### config.mk
export PLATFORM = sky130hd
export DESIGN_NAME = keypad_code_lock_top_flat
export DESIGN_NICKNAME = d
export VERILOG_FILES = /design/src/rtl/core/kcl_pkg.sv /design/src/rtl/core/kcl_req_if.sv /design/src/rtl/core/kcl_res_if.sv /design/src/rtl/core/kcl_in_stage.sv /design/src/rtl/core/kcl_engine.sv /design/src/rtl/core/kcl_out_stage.sv /design/src/rtl/core/keypad_code_lock_top.sv /design/src/flat_wrapper.sv
export SDC_FILE = /design/constraint.sdc
export NUM_CORES = 1
export LEC_CHECK = 0
export ABC_AREA = 1
export BUFFER_PORTS_ARGS = -buffer_cell sky130_fd_sc_hd__buf_2
export CAP_MARGIN = 25
export CORE_UTILIZATION = 45
export DETAILED_ROUTE_END_ITERATION = 7
export GPL_TIMING_DRIVEN = 0
export SYNTH_ARGS = -nofsm -noshare
export SYNTH_HDL_FRONTEND = slang
export SYNTH_SLANG_ARGS = --single-unit
export TNS_END_PERCENT = 30
### constraint.sdc
create_clock -name clk -period 3.5 [get_ports clk]
set_clock_uncertainty 0.05 [all_clocks]
set_input_delay 0.525 -clock clk [delete_from_list [all_inputs] [get_ports clk]]
set_output_delay 0.525 -clock clk [all_outputs]
set_load 0.1 [all_outputs]
### src/rtl/core/kcl_pkg.sv
// Shared types and constants for the keypad code lock.
`timescale 1ns / 1ps

package kcl_pkg;

  // Key request codes
  localparam logic [1:0] REQ_DIGIT = 2'd0;
  localparam logic [1:0] REQ_ENTER = 2'd1;
  localparam logic [1:0] REQ_SET   = 2'd2;

  // Event result codes
  localparam logic [2:0] EV_TAKEN   = 3'd0;
  localparam logic [2:0] EV_DROPPED = 3'd1;
  localparam logic [2:0] EV_SAVED   = 3'd2;
  localparam logic [2:0] EV_CORRECT = 3'd3;
  localparam logic [2:0] EV_WRONG   = 3'd4;
  localparam logic [2:0] EV_SETMODE = 3'd5;
  localparam logic [2:0] EV_REFUSED = 3'd6;
  localparam logic [2:0] EV_HUNG    = 3'd7;

  // Display characters and limits
  localparam logic [7:0] ECHO_STAR  = 8'h2A;
  localparam logic [7:0] ASCII_ZERO = 8'h30;
  localparam logic [3:0] DIGIT_MAX  = 4'd9;
  localparam int         SHOWN_W    = 20;

  // Beep counts
  localparam logic [1:0] BEEP_NONE  = 2'd0;
  localparam logic [1:0] BEEP_ONE   = 2'd1;
  localparam logic [1:0] BEEP_TWO   = 2'd2;

  // One key beat
  typedef struct packed {
    logic [1:0] req_type;
    logic [3:0] digit;
  } req_t;

  // One result beat
  typedef struct packed {
    logic [2:0]         event_res;
    logic [7:0]         echo_char;
    logic [SHOWN_W-1:0] shown_code;
    logic               locked;
    logic               wrong_flag;
    logic [1:0]         beeps;
    logic [1:0]         wrong_count;
    logic               hung;
    logic               in_set_mode;
  } res_t;

endpackage

### src/rtl/core/kcl_req_if.sv
// Key request channel: valid/ready handshake with decoded key payload.
`timescale 1ns / 1ps

interface kcl_req_if;
  logic       valid;
  logic       ready;
  logic [1:0] req_type;
  logic [3:0] digit;

  modport source (output valid, output req_type, output digit, input ready);
  modport sink   (input valid, input req_type, input digit, output ready);
endinterface

### src/rtl/core/kcl_res_if.sv
// Result channel: valid/ready handshake with lock event payload.
`timescale 1ns / 1ps

interface kcl_res_if;
  logic        valid;
  logic        ready;
  logic [2:0]  event_res;
  logic [7:0]  echo_char;
  logic [19:0] shown_code;
  logic        locked;
  logic        wrong_flag;
  logic [1:0]  beeps;
  logic [1:0]  wrong_count;
  logic        hung;
  logic        in_set_mode;

  modport source (output valid, output event_res, output echo_char, output shown_code,
                  output locked, output wrong_flag, output beeps, output wrong_count,
                  output hung, output in_set_mode, input ready);
  modport sink   (input valid, input event_res, input echo_char, input shown_code,
                  input locked, input wrong_flag, input beeps, input wrong_count,
                  input hung, input in_set_mode, output ready);
endinterface

### src/rtl/core/kcl_in_stage.sv
// Input register stage: captures one key beat and holds it until the engine fires.
`timescale 1ns / 1ps

module kcl_in_stage (
  input  logic          clk,
  input  logic          rst,
  kcl_req_if.sink       keys,
  input  logic          advance,
  output logic          s1_valid,
  output kcl_pkg::req_t s1_req
);
  import kcl_pkg::*;

  // Free when empty or when the held beat moves on this cycle
  assign keys.ready = !s1_valid || advance;

  // Valid flag
  always_ff @(posedge clk) begin
    if (rst) begin
      s1_valid <= 1'b0;
    end else if (keys.ready) begin
      s1_valid <= keys.valid;
    end
  end

  // Payload, no reset needed
  always_ff @(posedge clk) begin
    if (keys.valid && keys.ready) begin
      s1_req.req_type <= keys.req_type;
      s1_req.digit    <= keys.digit;
    end
  end

endmodule

### src/rtl/core/kcl_engine.sv
// Lock state and single-pass evaluation of one key beat.
`timescale 1ns / 1ps

module kcl_engine #(
  parameter int CODE_DIGITS = 5,
  parameter int MAX_WRONG   = 3
) (
  input  logic          clk,
  input  logic          rst,
  input  logic          fire,
  input  kcl_pkg::req_t req,
  output kcl_pkg::res_t res
);
  import kcl_pkg::*;

  localparam int CNT_W = $clog2(CODE_DIGITS + 1);
  localparam int IDX_W = (CODE_DIGITS > 1) ? $clog2(CODE_DIGITS) : 1;
  localparam int WA_W  = $clog2(MAX_WRONG + 1);
  localparam logic [CNT_W-1:0] CNT_FULL = CNT_W'(CODE_DIGITS);
  localparam logic [WA_W-1:0]  WA_MAX   = WA_W'(MAX_WRONG);

  // State
  logic [3:0]       stored_code [CODE_DIGITS];
  logic [3:0]       entry_buffer [CODE_DIGITS];
  logic [CNT_W-1:0] entry_count;
  logic             setting_mode;
  logic             set_used;
  logic             lock_state;
  logic [WA_W-1:0]  wrong_attempts;
  logic             wrong_led;

  logic [CNT_W-1:0] entry_count_next;
  logic             setting_mode_next;
  logic             set_used_next;
  logic             lock_state_next;
  logic [WA_W-1:0]  wrong_attempts_next;
  logic             wrong_led_next;

  logic               code_we;
  logic               buf_we;
  logic [IDX_W-1:0]   wr_idx;
  logic               hung_now;
  logic               match;
  logic [SHOWN_W-1:0] packed_code;
  logic [3:0]         wa_wide;

  assign wr_idx   = entry_count[IDX_W-1:0];
  assign hung_now = (wrong_attempts >= WA_MAX);
  assign wa_wide  = 4'(wrong_attempts_next);

  // Full-length compare of entry against stored code
  always_comb begin
    match = (entry_count == CNT_FULL);
    for (int k = 0; k < CODE_DIGITS; k++) begin
      if (entry_buffer[k] != stored_code[k]) begin
        match = 1'b0;
      end
    end
  end

  // Stored code as BCD, first digit highest, low nibbles kept
  always_comb begin
    packed_code = '0;
    for (int k = 0; k < CODE_DIGITS; k++) begin
      packed_code = {packed_code[SHOWN_W-5:0], stored_code[k]};
    end
  end

  // Evaluate one key beat
  always_comb begin
    entry_count_next    = entry_count;
    setting_mode_next   = setting_mode;
    set_used_next       = set_used;
    lock_state_next     = lock_state;
    wrong_attempts_next = wrong_attempts;
    wrong_led_next      = wrong_led;
    code_we             = 1'b0;
    buf_we              = 1'b0;
    res                 = '0;
    res.event_res       = EV_DROPPED;
    res.beeps           = BEEP_NONE;

    if (hung_now) begin
      res.event_res = EV_HUNG;
    end else begin
      case (req.req_type)
        REQ_DIGIT: begin
          if (req.digit <= DIGIT_MAX && entry_count < CNT_FULL) begin
            if (setting_mode) begin
              code_we       = 1'b1;
              res.echo_char = 8'(ASCII_ZERO + {4'd0, req.digit});
            end else begin
              buf_we        = 1'b1;
              res.echo_char = ECHO_STAR;
            end
            entry_count_next = CNT_W'(entry_count + 1'b1);
            res.event_res    = EV_TAKEN;
          end
        end
        REQ_ENTER: begin
          if (setting_mode) begin
            setting_mode_next = 1'b0;
            res.shown_code    = packed_code;
            res.event_res     = EV_SAVED;
          end else if (match) begin
            lock_state_next = !lock_state;
            wrong_led_next  = 1'b0;
            res.beeps       = BEEP_ONE;
            res.event_res   = EV_CORRECT;
          end else begin
            wrong_led_next      = 1'b1;
            res.beeps           = BEEP_TWO;
            wrong_attempts_next = WA_W'(wrong_attempts + 1'b1);
            res.event_res       = (wrong_attempts_next >= WA_MAX) ? EV_HUNG : EV_WRONG;
          end
          entry_count_next = '0;
        end
        REQ_SET: begin
          if (!set_used) begin
            set_used_next     = 1'b1;
            setting_mode_next = 1'b1;
            res.event_res     = EV_SETMODE;
          end else begin
            res.event_res = EV_REFUSED;
          end
          entry_count_next = '0;
        end
        default: begin
        end
      endcase
    end

    res.locked      = lock_state_next;
    res.wrong_flag  = wrong_led_next;
    res.wrong_count = (wa_wide > 4'd3) ? 2'd3 : wa_wide[1:0];
    res.hung        = (wrong_attempts_next >= WA_MAX);
    res.in_set_mode = setting_mode_next;
  end

  // Control state
  always_ff @(posedge clk) begin
    if (rst) begin
      entry_count    <= '0;
      setting_mode   <= 1'b0;
      set_used       <= 1'b0;
      lock_state     <= 1'b0;
      wrong_attempts <= '0;
      wrong_led      <= 1'b0;
    end else if (fire) begin
      entry_count    <= entry_count_next;
      setting_mode   <= setting_mode_next;
      set_used       <= set_used_next;
      lock_state     <= lock_state_next;
      wrong_attempts <= wrong_attempts_next;
      wrong_led      <= wrong_led_next;
    end
  end

  // Stored code digits, reset to 1 2 3 ... 9 1 2 ...
  for (genvar g = 0; g < CODE_DIGITS; g++) begin : g_code
    localparam logic [3:0] RST_DIG = 4'((g % 9) + 1);
    always_ff @(posedge clk) begin
      if (rst) begin
        stored_code[g] <= RST_DIG;
      end else if (fire && code_we && wr_idx == IDX_W'(g)) begin
        stored_code[g] <= req.digit;
      end
    end
  end

  // Entry buffer, only read once fully written
  always_ff @(posedge clk) begin
    if (fire && buf_we) begin
      entry_buffer[wr_idx] <= req.digit;
    end
  end

  // Once hung, the attempt count is frozen
  a_hung_frozen: assert property (@(posedge clk) disable iff (rst)
    (wrong_attempts >= WA_MAX) |=> $stable(wrong_attempts))
    else $error("attempt count moved while hung");

  // A correct entry toggles the lock
  a_toggle: assert property (@(posedge clk) disable iff (rst)
    (fire && res.event_res == EV_CORRECT) |=> (lock_state != $past(lock_state)))
    else $error("correct entry did not toggle lock");

  // The set key works once only
  a_set_sticky: assert property (@(posedge clk) disable iff (rst)
    set_used |=> set_used)
    else $error("set-used flag cleared");

  // Set mode needs the set key to have been used
  a_set_mode: assert property (@(posedge clk) disable iff (rst)
    setting_mode |-> set_used)
    else $error("set mode without set key");

  // Entry count stays within the code length
  a_count: assert property (@(posedge clk) disable iff (rst)
    fire |=> (entry_count <= CNT_FULL))
    else $error("entry count overran");

endmodule

### src/rtl/core/kcl_out_stage.sv
// Result register stage: holds one result beat until the sink takes it.
`timescale 1ns / 1ps

module kcl_out_stage (
  input  logic          clk,
  input  logic          rst,
  input  logic          load,
  input  kcl_pkg::res_t res_next,
  kcl_res_if.source     result,
  output logic          free
);
  import kcl_pkg::*;

  res_t res_q;

  // Room for a new beat when empty or being taken now
  assign free = !result.valid || result.ready;

  // Valid flag
  always_ff @(posedge clk) begin
    if (rst) begin
      result.valid <= 1'b0;
    end else if (free) begin
      result.valid <= load;
    end
  end

  // Payload
  always_ff @(posedge clk) begin
    if (load) begin
      res_q <= res_next;
    end
  end

  assign result.event_res   = res_q.event_res;
  assign result.echo_char   = res_q.echo_char;
  assign result.shown_code  = res_q.shown_code;
  assign result.locked      = res_q.locked;
  assign result.wrong_flag  = res_q.wrong_flag;
  assign result.beeps       = res_q.beeps;
  assign result.wrong_count = res_q.wrong_count;
  assign result.hung        = res_q.hung;
  assign result.in_set_mode = res_q.in_set_mode;

endmodule

### src/rtl/core/keypad_code_lock_top.sv
// Keypad code lock top level.
// A key beat is captured in the input register, evaluated, and then held in the result register.
// Throughput: one key beat per cycle; the evaluation is a single pass between two registers.
// Back-pressure on the result side stalls the input register, which then drops ready.
// Reset (rst, synchronous): code 1 2 3 4 5 ..., unlocked, no attempts, pipeline empty.
`timescale 1ns / 1ps

module keypad_code_lock_top #(
  parameter int CODE_DIGITS = 5,
  parameter int MAX_WRONG   = 3
) (
  input  logic       clk,
  input  logic       rst,
  kcl_req_if.sink    keys,
  kcl_res_if.source  result
);
  import kcl_pkg::*;

  logic s1_valid;
  req_t s1_req;
  res_t res_next;
  logic out_free;
  logic advance;

  // Beat moves from input register to result register
  assign advance = s1_valid && out_free;

  kcl_in_stage u_in (
    .clk      (clk),
    .rst      (rst),
    .keys     (keys),
    .advance  (advance),
    .s1_valid (s1_valid),
    .s1_req   (s1_req)
  );

  kcl_engine #(
    .CODE_DIGITS (CODE_DIGITS),
    .MAX_WRONG   (MAX_WRONG)
  ) u_engine (
    .clk  (clk),
    .rst  (rst),
    .fire (advance),
    .req  (s1_req),
    .res  (res_next)
  );

  kcl_out_stage u_out (
    .clk      (clk),
    .rst      (rst),
    .load     (advance),
    .res_next (res_next),
    .result   (result),
    .free     (out_free)
  );

endmodule
### src/flat_wrapper.sv
// flat-port wrapper written by rule: the top's interface ports become plain ports
module keypad_code_lock_top_flat import kcl_pkg::*;
#(
  parameter int CODE_DIGITS = 5,
  parameter int MAX_WRONG   = 3
)
  (clk, rst, keys_valid, keys_req_type, keys_digit, keys_ready, result_valid, result_event_res, result_echo_char, result_shown_code, result_locked, result_wrong_flag, result_beeps, result_wrong_count, result_hung, result_in_set_mode, result_ready);
  kcl_req_if keys_i ();
  kcl_res_if result_i ();
  input  logic clk;
  input  logic rst;
  input wire logic [$bits(keys_i.valid)-1:0] keys_valid;
  input wire logic [$bits(keys_i.req_type)-1:0] keys_req_type;
  input wire logic [$bits(keys_i.digit)-1:0] keys_digit;
  output wire logic [$bits(keys_i.ready)-1:0] keys_ready;
  output wire logic [$bits(result_i.valid)-1:0] result_valid;
  output wire logic [$bits(result_i.event_res)-1:0] result_event_res;
  output wire logic [$bits(result_i.echo_char)-1:0] result_echo_char;
  output wire logic [$bits(result_i.shown_code)-1:0] result_shown_code;
  output wire logic [$bits(result_i.locked)-1:0] result_locked;
  output wire logic [$bits(result_i.wrong_flag)-1:0] result_wrong_flag;
  output wire logic [$bits(result_i.beeps)-1:0] result_beeps;
  output wire logic [$bits(result_i.wrong_count)-1:0] result_wrong_count;
  output wire logic [$bits(result_i.hung)-1:0] result_hung;
  output wire logic [$bits(result_i.in_set_mode)-1:0] result_in_set_mode;
  input wire logic [$bits(result_i.ready)-1:0] result_ready;
  assign keys_i.valid = keys_valid;
  assign keys_i.req_type = keys_req_type;
  assign keys_i.digit = keys_digit;
  assign keys_ready = keys_i.ready;
  assign result_valid = result_i.valid;
  assign result_event_res = result_i.event_res;
  assign result_echo_char = result_i.echo_char;
  assign result_shown_code = result_i.shown_code;
  assign result_locked = result_i.locked;
  assign result_wrong_flag = result_i.wrong_flag;
  assign result_beeps = result_i.beeps;
  assign result_wrong_count = result_i.wrong_count;
  assign result_hung = result_i.hung;
  assign result_in_set_mode = result_i.in_set_mode;
  assign result_i.ready = result_ready;
  keypad_code_lock_top #(.CODE_DIGITS(CODE_DIGITS), .MAX_WRONG(MAX_WRONG)) u_core (.clk(clk), .rst(rst), .keys(keys_i), .result(result_i));
endmodule
==> results.md <==
- Seq. cell area: 2710 sq um
- Core area: 8850 sq um
- Worst Path Arrival: 2.56 ns
- Slew of the pin with the lowest slew margin: 1.03 ns
- Hold_buf cts: 0
- Wirelength per Cell: 13.8 um
- First-pass GRT wire length: 12900 um
- WHS: 0.305 ns
- Critical Path RT: 3.42 ns
- Post-synth ARST share: 0%
- Compound-Gate Fraction of Synth Area: 4.16%
- Root Driver: clkbuf_8
- CTS tree: done
- Seq/Total Area, Yosys: 64.8%
- Clock latency on the worst-skew pair: 0.35 ns
- Vias in the first global route: 2614
- Number of buffers added for setup after CTS: 0
- Sw Pwr: 632 uW
- Fmax: 0.380 GHz
- Nets@finish: 481
- Main combinational cell family by area after synthesis: simple AND/OR/NAND/NOR gates
- Gate power share: 12.9%
- Seq cells post-synth: 94
- # rows: 34
- Vias: 2728
- Slew HR: 30.8%
- Gr ovfl total: 0
- Ratio of cells with drive above 1 in the final layout: 20.6%
- Largest cells by area after synthesis: edfxtp_1 (60%), nand2_1 (7.4%), inv_1 (6.6%)
- WL final: 7900 um
- Power Density: 495 nW/um^2
- CTS H-tree depth: 3
- Total Power: 2370 uW
- Clk buf depth: 2
- Post-synth EDFFs: 83
- Final ANT Viol Nets: 0
- RSZ-0062 raised after global routing: false
- Post-CTS resize count: 0
- Run status: finished with violations
- Initial antenna violation count: 0
- Final Instance Area: 4780 sq um
- Detailed Place HPWL: 5730 um
- Die area: 9690 sq um
- Most used DFF post-synth: edfxtp_1
- Placed Area: 4570 sq um
- Sequential share of power: 54.3%
- Largest net degree at the start of global routing: 45
- 1st-iter DRT viols: 91
- Die Y: 98.4 um
- HP Class: in2reg
- Period utilization: 75.2%
- Minimum clock period: 2.63 ns
- Fill count: 831
- Unique cell type count in the Yosys netlist: 33
- Placer Congestion: 0.856
- Avg Cell Area, Syn: 10.5 sq um
- Count of final max-slew check failures: 0
- Sw Ratio: 26.7%
- Synth warn: 0
- Final Hold Viols: 0
- CP Launch Type: flop
- Post-synthesis adder-cell area fraction: 3.29%
- Violations in the final reports: design-rule violations
- Multiplexer share of the synthesized area: 0%
- Internal power: 1730 uW
- Kind of critical path: reg2reg
- Total leakage power: 0.00212 uW
- Initial Util: 47.3%
- Synth Instances: 400
- I/O pins: 51
- Crit Path Max Fanout: 7
- Antenna Cells: 0
- Yosys top cell by area: edfxtp_1
- Share of the synthesized area in the top cell type: 59.6%
- Clock share of power: 32.7%
- Post-synthesis simple-gate area fraction: 19.3%
- Setup crit end kind: flop
- Maximum VDD drop: 0.237 mV
- Area of the multi-input gates: 1140 sq um
- Die width: 98.4 um
- CTS buffer count: 9
- CTS clock-pin slew for the worst setup and hold paths: 0.08 ns
- Port buffer count: 48
- Final setup viols: 0
- GRT Overall Usage: 17.7%
- XOR/XNOR Fraction of Synth Area: 0.209%
- Drt via density: 4.76
- Fin Setup TNS: 0 ns
- Synth Cell Area: 4190 sq um
- Area delta synth->final: 14.2%
- TritonRoute pass-1 iters: 8
- Max-cap violation count: 0
- DRC viols: 1
- CTS sink cnt: 94
## registers in the layout, indices dropped and copies added (netlist names)
name and flops:
u_core.u_engine.entry_buffer 20, u_core.u_out.result.event_res 3, u_core.u_out.result.wrong_flag 1, u_core.u_out.result.wrong_count 2, u_core.u_engine.set_used 1, u_core.u_in.s1_req 6
u_core.u_out.result.echo_char 6, u_core.u_engine.entry_count 3, u_core.u_engine.wrong_led 1, u_core.u_engine.wrong_attempts 2, u_core.u_engine.setting_mode 1, u_core.u_in.s1_valid 1
u_core.u_out.result.hung 1, u_core.u_engine.lock_state 1, u_core.u_out.result.shown_code 20, u_core.u_out.result.in_set_mode 1, u_core.u_out.result.locked 1, u_core.u_engine.stored_code 20
u_core.u_out.result.beeps 2, u_core.u_out.result.valid 1
## through the flow
step | utilization [%] | std cells | worst slack (ns)
after floorplan | - | 401 | 0.573
after global placement | 51.6 | 557 | 0.308
after detailed placement | 51.6 | 557 | 0.866
after CTS | 54.0 | 573 | 0.844
after global routing | 54.0 | 573 | 0.607
final | 54.0 | 573 | 0.866
## layout by cell type, fill, tap and decap left out, drive strengths merged
cell	n
clkbuf	14
nand3b	1
a21oi	15
nand2	90
nor4	2
ha	11
dfxtp	11
a211oi	2
xnor2	1
o21ai	16
conb	2
bufinv	2
buf	52
inv	79
or2	2
nor3	8
nor2	58
edfxtp	83
nand4	1
clkinv	3
nand3	12
## worst paths after layout
path	from	to	slack, ns	cells past startpoint
max	u_core.u_in.s1_req[1]	u_core.u_engine.entry_buffer[1][2]	0.87	7
min	keys_req_type[0]	u_core.u_in.s1_req[4]	0.30	1
max reg2reg	u_core.u_in.s1_req[1]	u_core.u_engine.entry_buffer[1][2]	0.87	7
min reg2reg	u_core.u_engine.set_used	u_core.u_engine.set_used	0.48	2
## per-layer routing
metal | vias up | global-route usage, % | routed length [um]
met1 | 1266 | 22.3 | 3560
met2 | 64 | 30.9 | 3990
met5 | - | 0 | 0
li1 | 1391 | - | -
met3 | 7 | 3.69 | 279
met4 | 0 | 4.82 | 73
## power by group through the flow
stage / clock [uW] / combinational [uW] / sequential (uW)
final: 775 / 305 / 1290
after global routing: 839 / 326 / 1290
after CTS: 789 / 309 / 1290
after detailed placement: 0 / 308 / 1310
after global placement: 0 / 305 / 1310
after floorplan: 0 / 105 / 1450
## worst max-delay path, cell delays in order, from the launching register on
cell and delay (ns):
edfxtp_1 0.55, o21ai_1 0.21, nand2_2 0.09, nor2_4 0.14
inv_1 0.09, nor3_1 0.22, inv_1 0.11, nor4_1 0.79
## cells in the mapped netlist, drive strengths merged (2+ instances only)
master and count:
a211oi 2, a21oi 15, buf 4, clkbuf 2
dfxtp 11, edfxtp 83, ha 11, inv 79
nand2 90, nand3 12, nor2 58, nor3 8
nor4 2, o21ai 16, or2 2
## logic make-up (layout without fill, tap and decap cells)
family          count (synthesis)  in the layout
simple gates                  174            174
buf+inv                        86            150
other cells                     1              2
fa+ha+maj                      11             11
xor+xnor                        1              1
compound gates                 33             33
flops                          94             94
## layout make-up
type,instances,area share [%]
plain buffers,6,0.811
clock buffers,12,3.04
clock inverters,4,1.47
inverters,80,6.31
multi-input cells,221,23.8
flip-flops and latches,94,56.7
well taps,108,2.83
repair buffers,48,5.02
(Power assumes the default switching activity.)
